### config.mk
export PLATFORM = sky130hd
export DESIGN_NAME = periodic_timer_table_unit_flat
export DESIGN_NICKNAME = d
export VERILOG_FILES = /design/src/hw/rtl/ptt_pkg.sv /design/src/hw/rtl/ptt_in_if.sv /design/src/hw/rtl/ptt_out_if.sv /design/src/hw/rtl/ptt_alu.sv /design/src/hw/rtl/ptt_seq.sv /design/src/hw/rtl/periodic_timer_table_unit.sv /design/src/flat_wrapper.sv
export SDC_FILE = /design/constraint.sdc
export NUM_CORES = 2
export LEC_CHECK = 0
export BUFFER_PORTS_ARGS = -buffer_cell sky130_fd_sc_hd__clkbuf_2
export CAP_MARGIN = 20
export CORE_MARGIN = 1
export CORE_UTILIZATION = 62
export CTS_CLUSTER_SIZE = 25
export DETAILED_ROUTE_END_ITERATION = 7
export GPL_TIMING_DRIVEN = 0
export PLACE_DENSITY = 0.78
export SLEW_MARGIN = 10
export SYNTH_ARGS = -nofsm -noshare
export SYNTH_HDL_FRONTEND = slang
export SYNTH_SLANG_ARGS = --single-unit
### constraint.sdc
create_clock -name clk -period 8.8 [get_ports clk]
set_clock_uncertainty 0.05 [all_clocks]
set_input_delay 1.76 -clock clk [delete_from_list [all_inputs] [get_ports clk]]
set_output_delay 1.76 -clock clk [all_outputs]
set_load 0.02 [all_outputs]
### src/hw/rtl/ptt_pkg.sv
`default_nettype none

package ptt_pkg;

  // table sizing
  localparam int MAX_TIMERS = 16;
  localparam int ID_BITS    = 16;
  localparam int TIME_BITS  = 32;

  // derived widths
  localparam int IDX_BITS = (MAX_TIMERS > 1) ? $clog2(MAX_TIMERS) : 1;
  localparam int CNT_BITS = $clog2(MAX_TIMERS + 1);
  localparam int REM_BITS = TIME_BITS + 2;

  // fixed field widths of the channels
  localparam int FLD_PERIOD_BITS = 32;
  localparam int FLD_ID_BITS     = 16;
  localparam int FLD_CNT_BITS    = 5;

  // request codes
  typedef enum logic [1:0] {
    ACT_ADD    = 2'd0,
    ACT_REMOVE = 2'd1,
    ACT_TICK   = 2'd2,
    ACT_FLUSH  = 2'd3
  } action_t;

  // result kinds
  typedef enum logic [1:0] {
    KIND_ADD    = 2'd0,
    KIND_REMOVE = 2'd1,
    KIND_FIRED  = 2'd2,
    KIND_DONE   = 2'd3
  } kind_t;

  // result status codes
  typedef enum logic [1:0] {
    STAT_OK        = 2'd0,
    STAT_FULL      = 2'd1,
    STAT_NOT_FOUND = 2'd2
  } status_t;

  // shared subtract unit request and response
  typedef struct packed {
    logic signed [REM_BITS-1:0] a;
    logic signed [REM_BITS-1:0] b;
  } alu_req_t;

  typedef struct packed {
    logic signed [REM_BITS-1:0] diff;
    logic                       neg;
    logic                       le_zero;
  } alu_rsp_t;

  // one result from the sequencer to the output register
  typedef struct packed {
    logic                    valid;
    kind_t                   kind;
    status_t                 status;
    logic [FLD_ID_BITS-1:0]  result_id;
    logic [FLD_CNT_BITS-1:0] active_count;
    logic                    last;
  } emit_t;

endpackage

`default_nettype wire

### src/hw/rtl/ptt_in_if.sv
`default_nettype none

interface ptt_in_if;
  logic        valid;
  logic        ready;
  logic [1:0]  action;
  logic [31:0] period_ms;
  logic        single_shot;
  logic [15:0] timer_id;
  logic [31:0] elapsed_ms;

  modport source (
    output valid, action, period_ms, single_shot, timer_id, elapsed_ms,
    input  ready
  );

  modport sink (
    input  valid, action, period_ms, single_shot, timer_id, elapsed_ms,
    output ready
  );
endinterface

`default_nettype wire

### src/hw/rtl/ptt_out_if.sv
`default_nettype none

interface ptt_out_if;
  logic        valid;
  logic        ready;
  logic [1:0]  kind;
  logic [1:0]  status;
  logic [15:0] result_id;
  logic [4:0]  active_count;
  logic        last;

  modport source (
    output valid, kind, status, result_id, active_count, last,
    input  ready
  );

  modport sink (
    input  valid, kind, status, result_id, active_count, last,
    output ready
  );
endinterface

`default_nettype wire

### src/hw/rtl/ptt_alu.sv
`default_nettype none

module ptt_alu
  import ptt_pkg::*;
(
  input  alu_req_t req,
  output alu_rsp_t rsp
);

  logic signed [REM_BITS-1:0] diff;

  // one signed subtract serves both the tick decrement and the min compare
  assign diff        = req.a - req.b;
  assign rsp.diff    = diff;
  assign rsp.neg     = diff[REM_BITS-1];
  assign rsp.le_zero = diff[REM_BITS-1] || (diff == '0);

endmodule

`default_nettype wire

### src/hw/rtl/ptt_seq.sv
`default_nettype none

module ptt_seq
  import ptt_pkg::*;
(
  input  logic     clk,
  input  logic     rst_n,
  ptt_in_if.sink   in_ch,
  output alu_req_t alu_req,
  input  alu_rsp_t alu_rsp,
  output emit_t    emit,
  input  logic     emit_ok
);

  typedef enum logic [2:0] {
    ST_IDLE,
    ST_ADD,
    ST_REMOVE,
    ST_TICK_SUB,
    ST_TICK_MIN,
    ST_TICK_FIRE,
    ST_FLUSH,
    ST_DONE
  } state_t;

  state_t                     state_r;
  logic [IDX_BITS-1:0]        idx_r;
  logic [IDX_BITS-1:0]        best_r;
  logic signed [REM_BITS-1:0] best_rem_r;
  logic                       found_r;
  logic [TIME_BITS-1:0]       period_r;
  logic                       single_r;
  logic [ID_BITS-1:0]         tid_r;
  logic [TIME_BITS-1:0]       elapsed_r;
  logic [CNT_BITS-1:0]        count_r;
  logic [ID_BITS-1:0]         next_id_r;
  logic [MAX_TIMERS-1:0]      valid_r;
  logic [MAX_TIMERS-1:0]      pend_r;

  // slot storage
  logic [ID_BITS-1:0]         slot_id_r     [MAX_TIMERS];
  logic [TIME_BITS-1:0]       slot_period_r [MAX_TIMERS];
  logic signed [REM_BITS-1:0] slot_rem_r    [MAX_TIMERS];
  logic                       slot_single_r [MAX_TIMERS];

  logic                idx_last;
  logic                free_found;
  logic [IDX_BITS-1:0] free_idx;
  logic [ID_BITS-1:0]  id_inc;
  logic [ID_BITS-1:0]  new_id;
  logic                rm_hit;
  logic                take;
  logic [CNT_BITS-1:0] cnt_inc;
  logic [CNT_BITS-1:0] cnt_dec;
  logic [CNT_BITS-1:0] fire_count;

  assign idx_last = (idx_r == IDX_BITS'(MAX_TIMERS - 1));

  // lowest free slot
  always_comb begin
    free_found = 1'b0;
    free_idx   = '0;
    for (int i = MAX_TIMERS - 1; i >= 0; i--) begin
      if (!valid_r[i]) begin
        free_found = 1'b1;
        free_idx   = IDX_BITS'(i);
      end
    end
  end

  // running id, zero skipped
  assign id_inc = next_id_r + 1'b1;
  assign new_id = (id_inc == '0) ? ID_BITS'(1) : id_inc;

  assign rm_hit = valid_r[idx_r] && (slot_id_r[idx_r] == tid_r);

  // shared unit operands: decrement during tick walk, compare during min walk
  assign alu_req.a = slot_rem_r[idx_r];
  assign alu_req.b = (state_r == ST_TICK_SUB) ? $signed({2'b00, elapsed_r}) : best_rem_r;

  assign take = pend_r[idx_r] && (!found_r || alu_rsp.neg);

  assign cnt_inc    = count_r + 1'b1;
  assign cnt_dec    = count_r - 1'b1;
  assign fire_count = slot_single_r[idx_r] ? cnt_dec : count_r;

  assign in_ch.ready = (state_r == ST_IDLE);

  // result built from the current step
  always_comb begin
    emit = '0;
    unique case (state_r)
      ST_ADD: begin
        emit.valid = 1'b1;
        emit.kind  = KIND_ADD;
        emit.last  = 1'b1;
        if (free_found) begin
          emit.status       = STAT_OK;
          emit.result_id    = FLD_ID_BITS'(new_id);
          emit.active_count = FLD_CNT_BITS'(cnt_inc);
        end else begin
          emit.status       = STAT_FULL;
          emit.active_count = FLD_CNT_BITS'(count_r);
        end
      end
      ST_REMOVE: begin
        emit.valid = rm_hit || idx_last;
        emit.kind  = KIND_REMOVE;
        emit.last  = 1'b1;
        if (rm_hit) begin
          emit.status       = STAT_OK;
          emit.result_id    = FLD_ID_BITS'(tid_r);
          emit.active_count = FLD_CNT_BITS'(cnt_dec);
        end else begin
          emit.status       = STAT_NOT_FOUND;
          emit.active_count = FLD_CNT_BITS'(count_r);
        end
      end
      ST_TICK_FIRE: begin
        emit.valid        = 1'b1;
        emit.kind         = KIND_FIRED;
        emit.status       = STAT_OK;
        emit.result_id    = FLD_ID_BITS'(slot_id_r[idx_r]);
        emit.active_count = FLD_CNT_BITS'(fire_count);
      end
      ST_FLUSH: begin
        emit.valid        = valid_r[idx_r];
        emit.kind         = KIND_FIRED;
        emit.status       = STAT_OK;
        emit.result_id    = FLD_ID_BITS'(slot_id_r[idx_r]);
        emit.active_count = FLD_CNT_BITS'(cnt_dec);
      end
      ST_DONE: begin
        emit.valid        = 1'b1;
        emit.kind         = KIND_DONE;
        emit.status       = STAT_OK;
        emit.active_count = FLD_CNT_BITS'(count_r);
        emit.last         = 1'b1;
      end
      default: begin
        emit = '0;
      end
    endcase
  end

  // sequencer and slot table
  always_ff @(posedge clk) begin
    if (!rst_n) begin
      state_r   <= ST_IDLE;
      idx_r     <= '0;
      found_r   <= 1'b0;
      count_r   <= '0;
      next_id_r <= '0;
      valid_r   <= '0;
      pend_r    <= '0;
    end else begin
      unique case (state_r)
        ST_IDLE: begin
          if (in_ch.valid) begin
            period_r  <= TIME_BITS'(in_ch.period_ms);
            single_r  <= in_ch.single_shot;
            tid_r     <= ID_BITS'(in_ch.timer_id);
            elapsed_r <= TIME_BITS'(in_ch.elapsed_ms);
            idx_r     <= '0;
            unique case (in_ch.action)
              ACT_ADD:    state_r <= ST_ADD;
              ACT_REMOVE: state_r <= ST_REMOVE;
              ACT_TICK:   state_r <= ST_TICK_SUB;
              ACT_FLUSH:  state_r <= ST_FLUSH;
            endcase
          end
        end

        ST_ADD: begin
          if (emit_ok) begin
            if (free_found) begin
              valid_r[free_idx]       <= 1'b1;
              slot_id_r[free_idx]     <= new_id;
              slot_period_r[free_idx] <= period_r;
              slot_rem_r[free_idx]    <= $signed({2'b00, period_r});
              slot_single_r[free_idx] <= single_r;
              count_r                 <= cnt_inc;
              next_id_r               <= new_id;
            end
            state_r <= ST_IDLE;
          end
        end

        // walk slots for the lowest match
        ST_REMOVE: begin
          if (rm_hit) begin
            if (emit_ok) begin
              valid_r[idx_r] <= 1'b0;
              count_r        <= cnt_dec;
              state_r        <= ST_IDLE;
            end
          end else if (idx_last) begin
            if (emit_ok) begin
              state_r <= ST_IDLE;
            end
          end else begin
            idx_r <= idx_r + 1'b1;
          end
        end

        // subtract elapsed time from each active slot, mark the expired ones
        ST_TICK_SUB: begin
          if (valid_r[idx_r]) begin
            slot_rem_r[idx_r] <= alu_rsp.diff;
            pend_r[idx_r]     <= alu_rsp.le_zero;
          end else begin
            pend_r[idx_r] <= 1'b0;
          end
          if (idx_last) begin
            idx_r   <= '0;
            found_r <= 1'b0;
            state_r <= ST_TICK_MIN;
          end else begin
            idx_r <= idx_r + 1'b1;
          end
        end

        // one pass finds the pending slot with least remaining time
        ST_TICK_MIN: begin
          if (take) begin
            best_r     <= idx_r;
            best_rem_r <= slot_rem_r[idx_r];
            found_r    <= 1'b1;
          end
          if (idx_last) begin
            if (take || found_r) begin
              idx_r   <= take ? idx_r : best_r;
              state_r <= ST_TICK_FIRE;
            end else begin
              state_r <= ST_DONE;
            end
          end else begin
            idx_r <= idx_r + 1'b1;
          end
        end

        // fire the chosen slot, reload or free it
        ST_TICK_FIRE: begin
          if (emit_ok) begin
            pend_r[idx_r] <= 1'b0;
            if (slot_single_r[idx_r]) begin
              valid_r[idx_r] <= 1'b0;
              count_r        <= cnt_dec;
            end else begin
              slot_rem_r[idx_r] <= $signed({2'b00, slot_period_r[idx_r]});
            end
            idx_r   <= '0;
            found_r <= 1'b0;
            state_r <= ST_TICK_MIN;
          end
        end

        // fire and free every active slot in slot order
        ST_FLUSH: begin
          if (!valid_r[idx_r] || emit_ok) begin
            if (valid_r[idx_r]) begin
              valid_r[idx_r] <= 1'b0;
              count_r        <= cnt_dec;
            end
            if (idx_last) begin
              state_r <= ST_DONE;
            end else begin
              idx_r <= idx_r + 1'b1;
            end
          end
        end

        ST_DONE: begin
          if (emit_ok) begin
            state_r <= ST_IDLE;
          end
        end

        default: begin
          state_r <= ST_IDLE;
        end
      endcase
    end
  end

endmodule

`default_nettype wire

### src/hw/rtl/periodic_timer_table_unit.sv
// Table of up to MAX_TIMERS millisecond timers driven by add, remove, tick and
// flush requests; each request yields one or more result transactions, the
// final one flagged by last. A small sequencer walks the slots one per cycle,
// pausing while a result waits to be taken, and shares one signed subtractor
// for both the tick decrement and the least-remaining-time compare.
// The input is not ready while a request is in progress; a result register
// lets the next request be accepted while the last result still waits, and
// any stall on the result side holds the sequencer.
`default_nettype none

module periodic_timer_table_unit
  import ptt_pkg::*;
(
  input logic        clk,
  input logic        rst_n,
  ptt_in_if.sink     in_ch,
  ptt_out_if.source  out_ch
);

  alu_req_t alu_req;
  alu_rsp_t alu_rsp;
  emit_t    emit;
  logic     emit_ok;

  logic                    out_valid_r;
  kind_t                   out_kind_r;
  status_t                 out_status_r;
  logic [FLD_ID_BITS-1:0]  out_id_r;
  logic [FLD_CNT_BITS-1:0] out_count_r;
  logic                    out_last_r;

  ptt_seq u_seq (
    .clk     (clk),
    .rst_n   (rst_n),
    .in_ch   (in_ch),
    .alu_req (alu_req),
    .alu_rsp (alu_rsp),
    .emit    (emit),
    .emit_ok (emit_ok)
  );

  ptt_alu u_alu (
    .req (alu_req),
    .rsp (alu_rsp)
  );

  // result register, loads when empty or being drained
  assign emit_ok = !out_valid_r || out_ch.ready;

  always_ff @(posedge clk) begin
    if (!rst_n) begin
      out_valid_r <= 1'b0;
    end else if (emit.valid && emit_ok) begin
      out_valid_r <= 1'b1;
    end else if (out_ch.ready) begin
      out_valid_r <= 1'b0;
    end
  end

  always_ff @(posedge clk) begin
    if (emit.valid && emit_ok) begin
      out_kind_r   <= emit.kind;
      out_status_r <= emit.status;
      out_id_r     <= emit.result_id;
      out_count_r  <= emit.active_count;
      out_last_r   <= emit.last;
    end
  end

  assign out_ch.valid        = out_valid_r;
  assign out_ch.kind         = out_kind_r;
  assign out_ch.status       = out_status_r;
  assign out_ch.result_id    = out_id_r;
  assign out_ch.active_count = out_count_r;
  assign out_ch.last         = out_last_r;

endmodule

`default_nettype wire

### src/flat_wrapper.sv
// flat-port wrapper written by rule: the top's interface ports become plain ports
module periodic_timer_table_unit_flat import ptt_pkg::*;
  (clk, rst_n, in_ch_valid, in_ch_action, in_ch_period_ms, in_ch_single_shot, in_ch_timer_id, in_ch_elapsed_ms, in_ch_ready, out_ch_valid, out_ch_kind, out_ch_status, out_ch_result_id, out_ch_active_count, out_ch_last, out_ch_ready);
  ptt_in_if in_ch_i ();
  ptt_out_if out_ch_i ();
  input logic clk;
  input logic rst_n;
  input wire logic [$bits(in_ch_i.valid)-1:0] in_ch_valid;
  input wire logic [$bits(in_ch_i.action)-1:0] in_ch_action;
  input wire logic [$bits(in_ch_i.period_ms)-1:0] in_ch_period_ms;
  input wire logic [$bits(in_ch_i.single_shot)-1:0] in_ch_single_shot;
  input wire logic [$bits(in_ch_i.timer_id)-1:0] in_ch_timer_id;
  input wire logic [$bits(in_ch_i.elapsed_ms)-1:0] in_ch_elapsed_ms;
  output wire logic [$bits(in_ch_i.ready)-1:0] in_ch_ready;
  output wire logic [$bits(out_ch_i.valid)-1:0] out_ch_valid;
  output wire logic [$bits(out_ch_i.kind)-1:0] out_ch_kind;
  output wire logic [$bits(out_ch_i.status)-1:0] out_ch_status;
  output wire logic [$bits(out_ch_i.result_id)-1:0] out_ch_result_id;
  output wire logic [$bits(out_ch_i.active_count)-1:0] out_ch_active_count;
  output wire logic [$bits(out_ch_i.last)-1:0] out_ch_last;
  input wire logic [$bits(out_ch_i.ready)-1:0] out_ch_ready;
  assign in_ch_i.valid = in_ch_valid;
  assign in_ch_i.action = in_ch_action;
  assign in_ch_i.period_ms = in_ch_period_ms;
  assign in_ch_i.single_shot = in_ch_single_shot;
  assign in_ch_i.timer_id = in_ch_timer_id;
  assign in_ch_i.elapsed_ms = in_ch_elapsed_ms;
  assign in_ch_ready = in_ch_i.ready;
  assign out_ch_valid = out_ch_i.valid;
  assign out_ch_kind = out_ch_i.kind;
  assign out_ch_status = out_ch_i.status;
  assign out_ch_result_id = out_ch_i.result_id;
  assign out_ch_active_count = out_ch_i.active_count;
  assign out_ch_last = out_ch_i.last;
  assign out_ch_i.ready = out_ch_ready;
  periodic_timer_table_unit u_core (.clk(clk), .rst_n(rst_n), .in_ch(in_ch_i), .out_ch(out_ch_i));
endmodule
==> impl_metrics.toml <==
[outcome]
status = "finished, final reports clean"

[drt]
drt_iter0_drc = 4913
wl_um = 163000
dr.pass1.iters = 6
drt.antenna.violating_nets = 0
drcViolationCount = 0
num_vias = 34439
routed_via_density = 7.02
wl_per_cell_um = 33.3

[setup_path]
critPathLaunchType = "register"
worstPathArrival_ns = 9.15
worstSetupPathType = "register to register"
cp_max_fo = 10
cp.required_ns = 9.35
cp-endpoint = "u_core.u_seq.pend_r[13]"
reg2reg_slack_ns = 0.20
reg2regPathDepth = 23
setup.worst_path.end_class = "register"
worst_r2r_endpoint = "u_core.u_seq.pend_r[13]"

[pwr]
total_leakage_power_nw = 22.6
clkPwrFrac = 0.334
share_comb_of_total_power = 0.212
p_switching_mw = 5.43
seqPwrFrac = 0.454
vdd_drop_max_mv = 0.175
power.density_nw_per_um2 = 268
switching_share = 0.285
p_int_mw = 13.6

[placed_design]
portBuffers = 114
gp_congestion = 0.947
dp_hpwl_um = 103000
placed_area_um2 = 66000

[run]
maxCapViolations = 0

[yosys]
synth_top_family_by_area = "multiplexers"
synth-compound-area-share = 0.0357
synth_ff_type = "edfxtp_1"
synthesis.area_um2 = 62100
syn-num-nets = 3280
synthSimpleGateAreaFrac = 0.0353
yosys.area_share.xor_xnor = 0.0117
synth_top_area_frac = 0.712
synth_area_leaders = "edfxtp_1, mux4_2, dfxtp_1"
yosys.area.top_type = "edfxtp_1"
synthAdderAreaFrac = 0.00858
ys_ff_latch = 1539
yosysUniqueCellTypes = 70
synthesis.instances = 3151
synth_warnings = 0
synthArstFlopShare = 0
avgSynthCellArea_um2 = 19.7
muxShareOfSynthArea = 0.162
synth_seq_area_share = 0.733
synth_edf_count = 1473

[timing]
rsz0062_at_grt = "no"
worst_slew_pin_slew_ns = 1.21
fin_crit_sh = 0.977
fmax_ghz = 0.116
period_needed_ns = 8.60
relSlewSlack = 0.192
final_hold_viol_count = 0
whs_ns = 0.441
finalSetupTns_ns = 0
drv_slew = 0
setup_viol = 0

[floorplanning]
rows = 115
die-area_um2 = 101000
start_util = 0.629
fp.dieW_um = 319
fp.dieH_um = 319
ios = 115
design.core.area_um2 = 98900

[layout]
nFillCells = 5515
synthToLayoutAreaGrowth_pct = 14.2
finalNetCount = 3623
fin_area_um2 = 71000
diodes = 0
final_cell_mix = "edfxtp_1, mux4_2, clkbuf_16"
layout_commonest_cell = "edfxtp_1"
drive_above_1_share = 0.261

[clock_tree]
cts_sinks = 1539
cts_buffer_depth = 3
clock_latency_ns = 0.78
cts_made_buffers = 152
cts_tree = "yes"
cts.clk_slew.worst_paths_ns = 0.06
htree_num_levels = 4
cts_root_buf = "clkbuf_16"

[hold_path]
hp-start = "u_core.u_seq.next_id_r[1]"
min_delay_path_depth = 2
min_path_type = "register to register"

[global_routing]
grt_pass1_wl_um = 235000
grt_max_degree = 48
grt_pass1_vias = 34583
grt_overflow_total = 0
grt_usage = 0.326
antenna_found_initial = 1
## final cells by class
| class | instances | area [um2] | share of cell area |
|---|---|---|---|
| buffer | 165 | 754 | 0.0106 |
| clock buffer | 190 | 4050 | 0.0571 |
| clock inverter | 88 | 763 | 0.0108 |
| inverter | 33 | 124 | 0.00175 |
| multi-input combinational | 1413 | 16000 | 0.226 |
| sequential | 1539 | 45600 | 0.642 |
| tap | 1287 | 1610 | 0.0227 |
| timing repair buffer | 190 | 2080 | 0.0293 |
## registers in the layout, indices dropped and copies added, names as in the netlist, 3 cells and up, named ones only
register,flops
u_core.out_ch.active_count,5
u_core.out_ch.result_id,16
u_core.u_seq.best_r,4
u_core.u_seq.best_rem_r,34
u_core.u_seq.count_r,5
u_core.u_seq.elapsed_r,32
u_core.u_seq.idx_r,4
u_core.u_seq.next_id_r,16
u_core.u_seq.pend_r,16
u_core.u_seq.period_r,32
u_core.u_seq.slot_id_r,256
u_core.u_seq.slot_period_r,512
u_core.u_seq.slot_rem_r,544
u_core.u_seq.slot_single_r,16
u_core.u_seq.state_r,3
u_core.u_seq.tid_r,16
u_core.u_seq.valid_r,16
## stage by stage
stage,utilization,std cells,setup WS [ns],power (mW)
4_1_cts,0.717,4899,0.0273,19.0
5_1_grt,0.718,4905,0.0249,19.5
2_1_floorplan,-,3151,1.81,11.3
6_report,0.718,4905,0.201,19.0
3_3_place_gp,0.651,4552,-1.79,12.5
3_5_place_dp,0.668,4619,-0.790,12.7
## worst min-delay path by stage
stage	end	slack, ns
after floorplan	u_core.u_seq.next_id_r[1]	0.40
after global placement	u_core.u_seq.next_id_r[1]	0.41
after detailed placement	u_core.u_seq.next_id_r[1]	0.43
after CTS	u_core.u_seq.next_id_r[1]	0.44
after global routing	u_core.u_seq.next_id_r[1]	0.49
final	u_core.u_seq.next_id_r[1]	0.44
## Yosys cell counts (6+ instances only)
library cell and number:
a211oi_1 17, a21o_1 16, a21oi_1 89, a221o_1 28, a22oi_1 14, a31o_2 7
a31oi_1 17, and2_1 12, and3_1 15, buf_1 23, buf_2 37, clkbuf_1 97
dfxtp_1 66, edfxtp_1 1473, ha_1 41, inv_1 32, mux2_2 11, mux2i_1 73
mux4_2 409, nand2_1 129, nand2b_1 15, nand3_1 40, nand4_1 14, nor2_1 126
nor2b_1 41, nor3_1 26, nor4_1 14, o211ai_1 7, o21a_1 8, o21ai_0 68
o22ai_1 9, o31ai_1 6, or2_2 8, or3_1 8, xnor2_1 37, xor2_1 46
## repair_timing
item / CTS / global route
hold buffers: 0 / 0
pin swaps: 1 / 0
setup buffers: 2 / 0
endpoints found under the setup margin: 110 / 90
resized for setup: 18 / 14
## layer usage
metal | global-route usage | part of all wire | vias up
li1 | - | - | 13701
met1 | 0.446 | 0.37 | 17791
met2 | 0.531 | 0.49 | 2542
met3 | 0.0577 | 0.10 | 405
met4 | 0.126 | 0.037 | 0
met5 | 0 | 0 | -
## power by group through the flow
stage / combinational (mW) / clock [mW] / sequential (mW)
global route: 4.24 / 6.65 / 8.65
CTS: 3.94 / 6.38 / 8.63
detailed placement: 3.87 / 0 / 8.78
finish: 4.03 / 6.36 / 8.64
global placement: 3.70 / 0 / 8.78
floorplan: 2.57 / 0 / 8.75
## worst max-delay path, stage by stage (launching register included)
cell and delay, ns:
dfxtp_1 0.32, buf_2 0.31, buf_4 0.30, buf_2 0.45, buf_2 0.56, buf_2 0.51, clkdlybuf4s15_2 0.57, clkbuf_2 0.49
mux4_2 0.37, mux4_2 0.50, ha_1 0.31, clkbuf_1 0.19, a2111oi_0 0.44, o21ai_0 0.35, a311oi_1 0.39, nor2_1 0.15
o31ai_1 0.49, o21ai_0 0.21, xor2_1 0.44, nor4_1 0.12, nand4b_1 0.12, buf_4 0.18, clkbuf_1 0.39, a21oi_1 0.14
## cell families (layout without fill, tap and decap cells)
kind of cell | Yosys count | count (layout)
mux | 493 | 493
compound gates | 335 | 335
flops | 1539 | 1539
fa+ha+maj | 42 | 42
xor+xnor | 83 | 83
buf+inv | 199 | 666
simple gates | 460 | 460
Power figures use the tool's default switching activity.
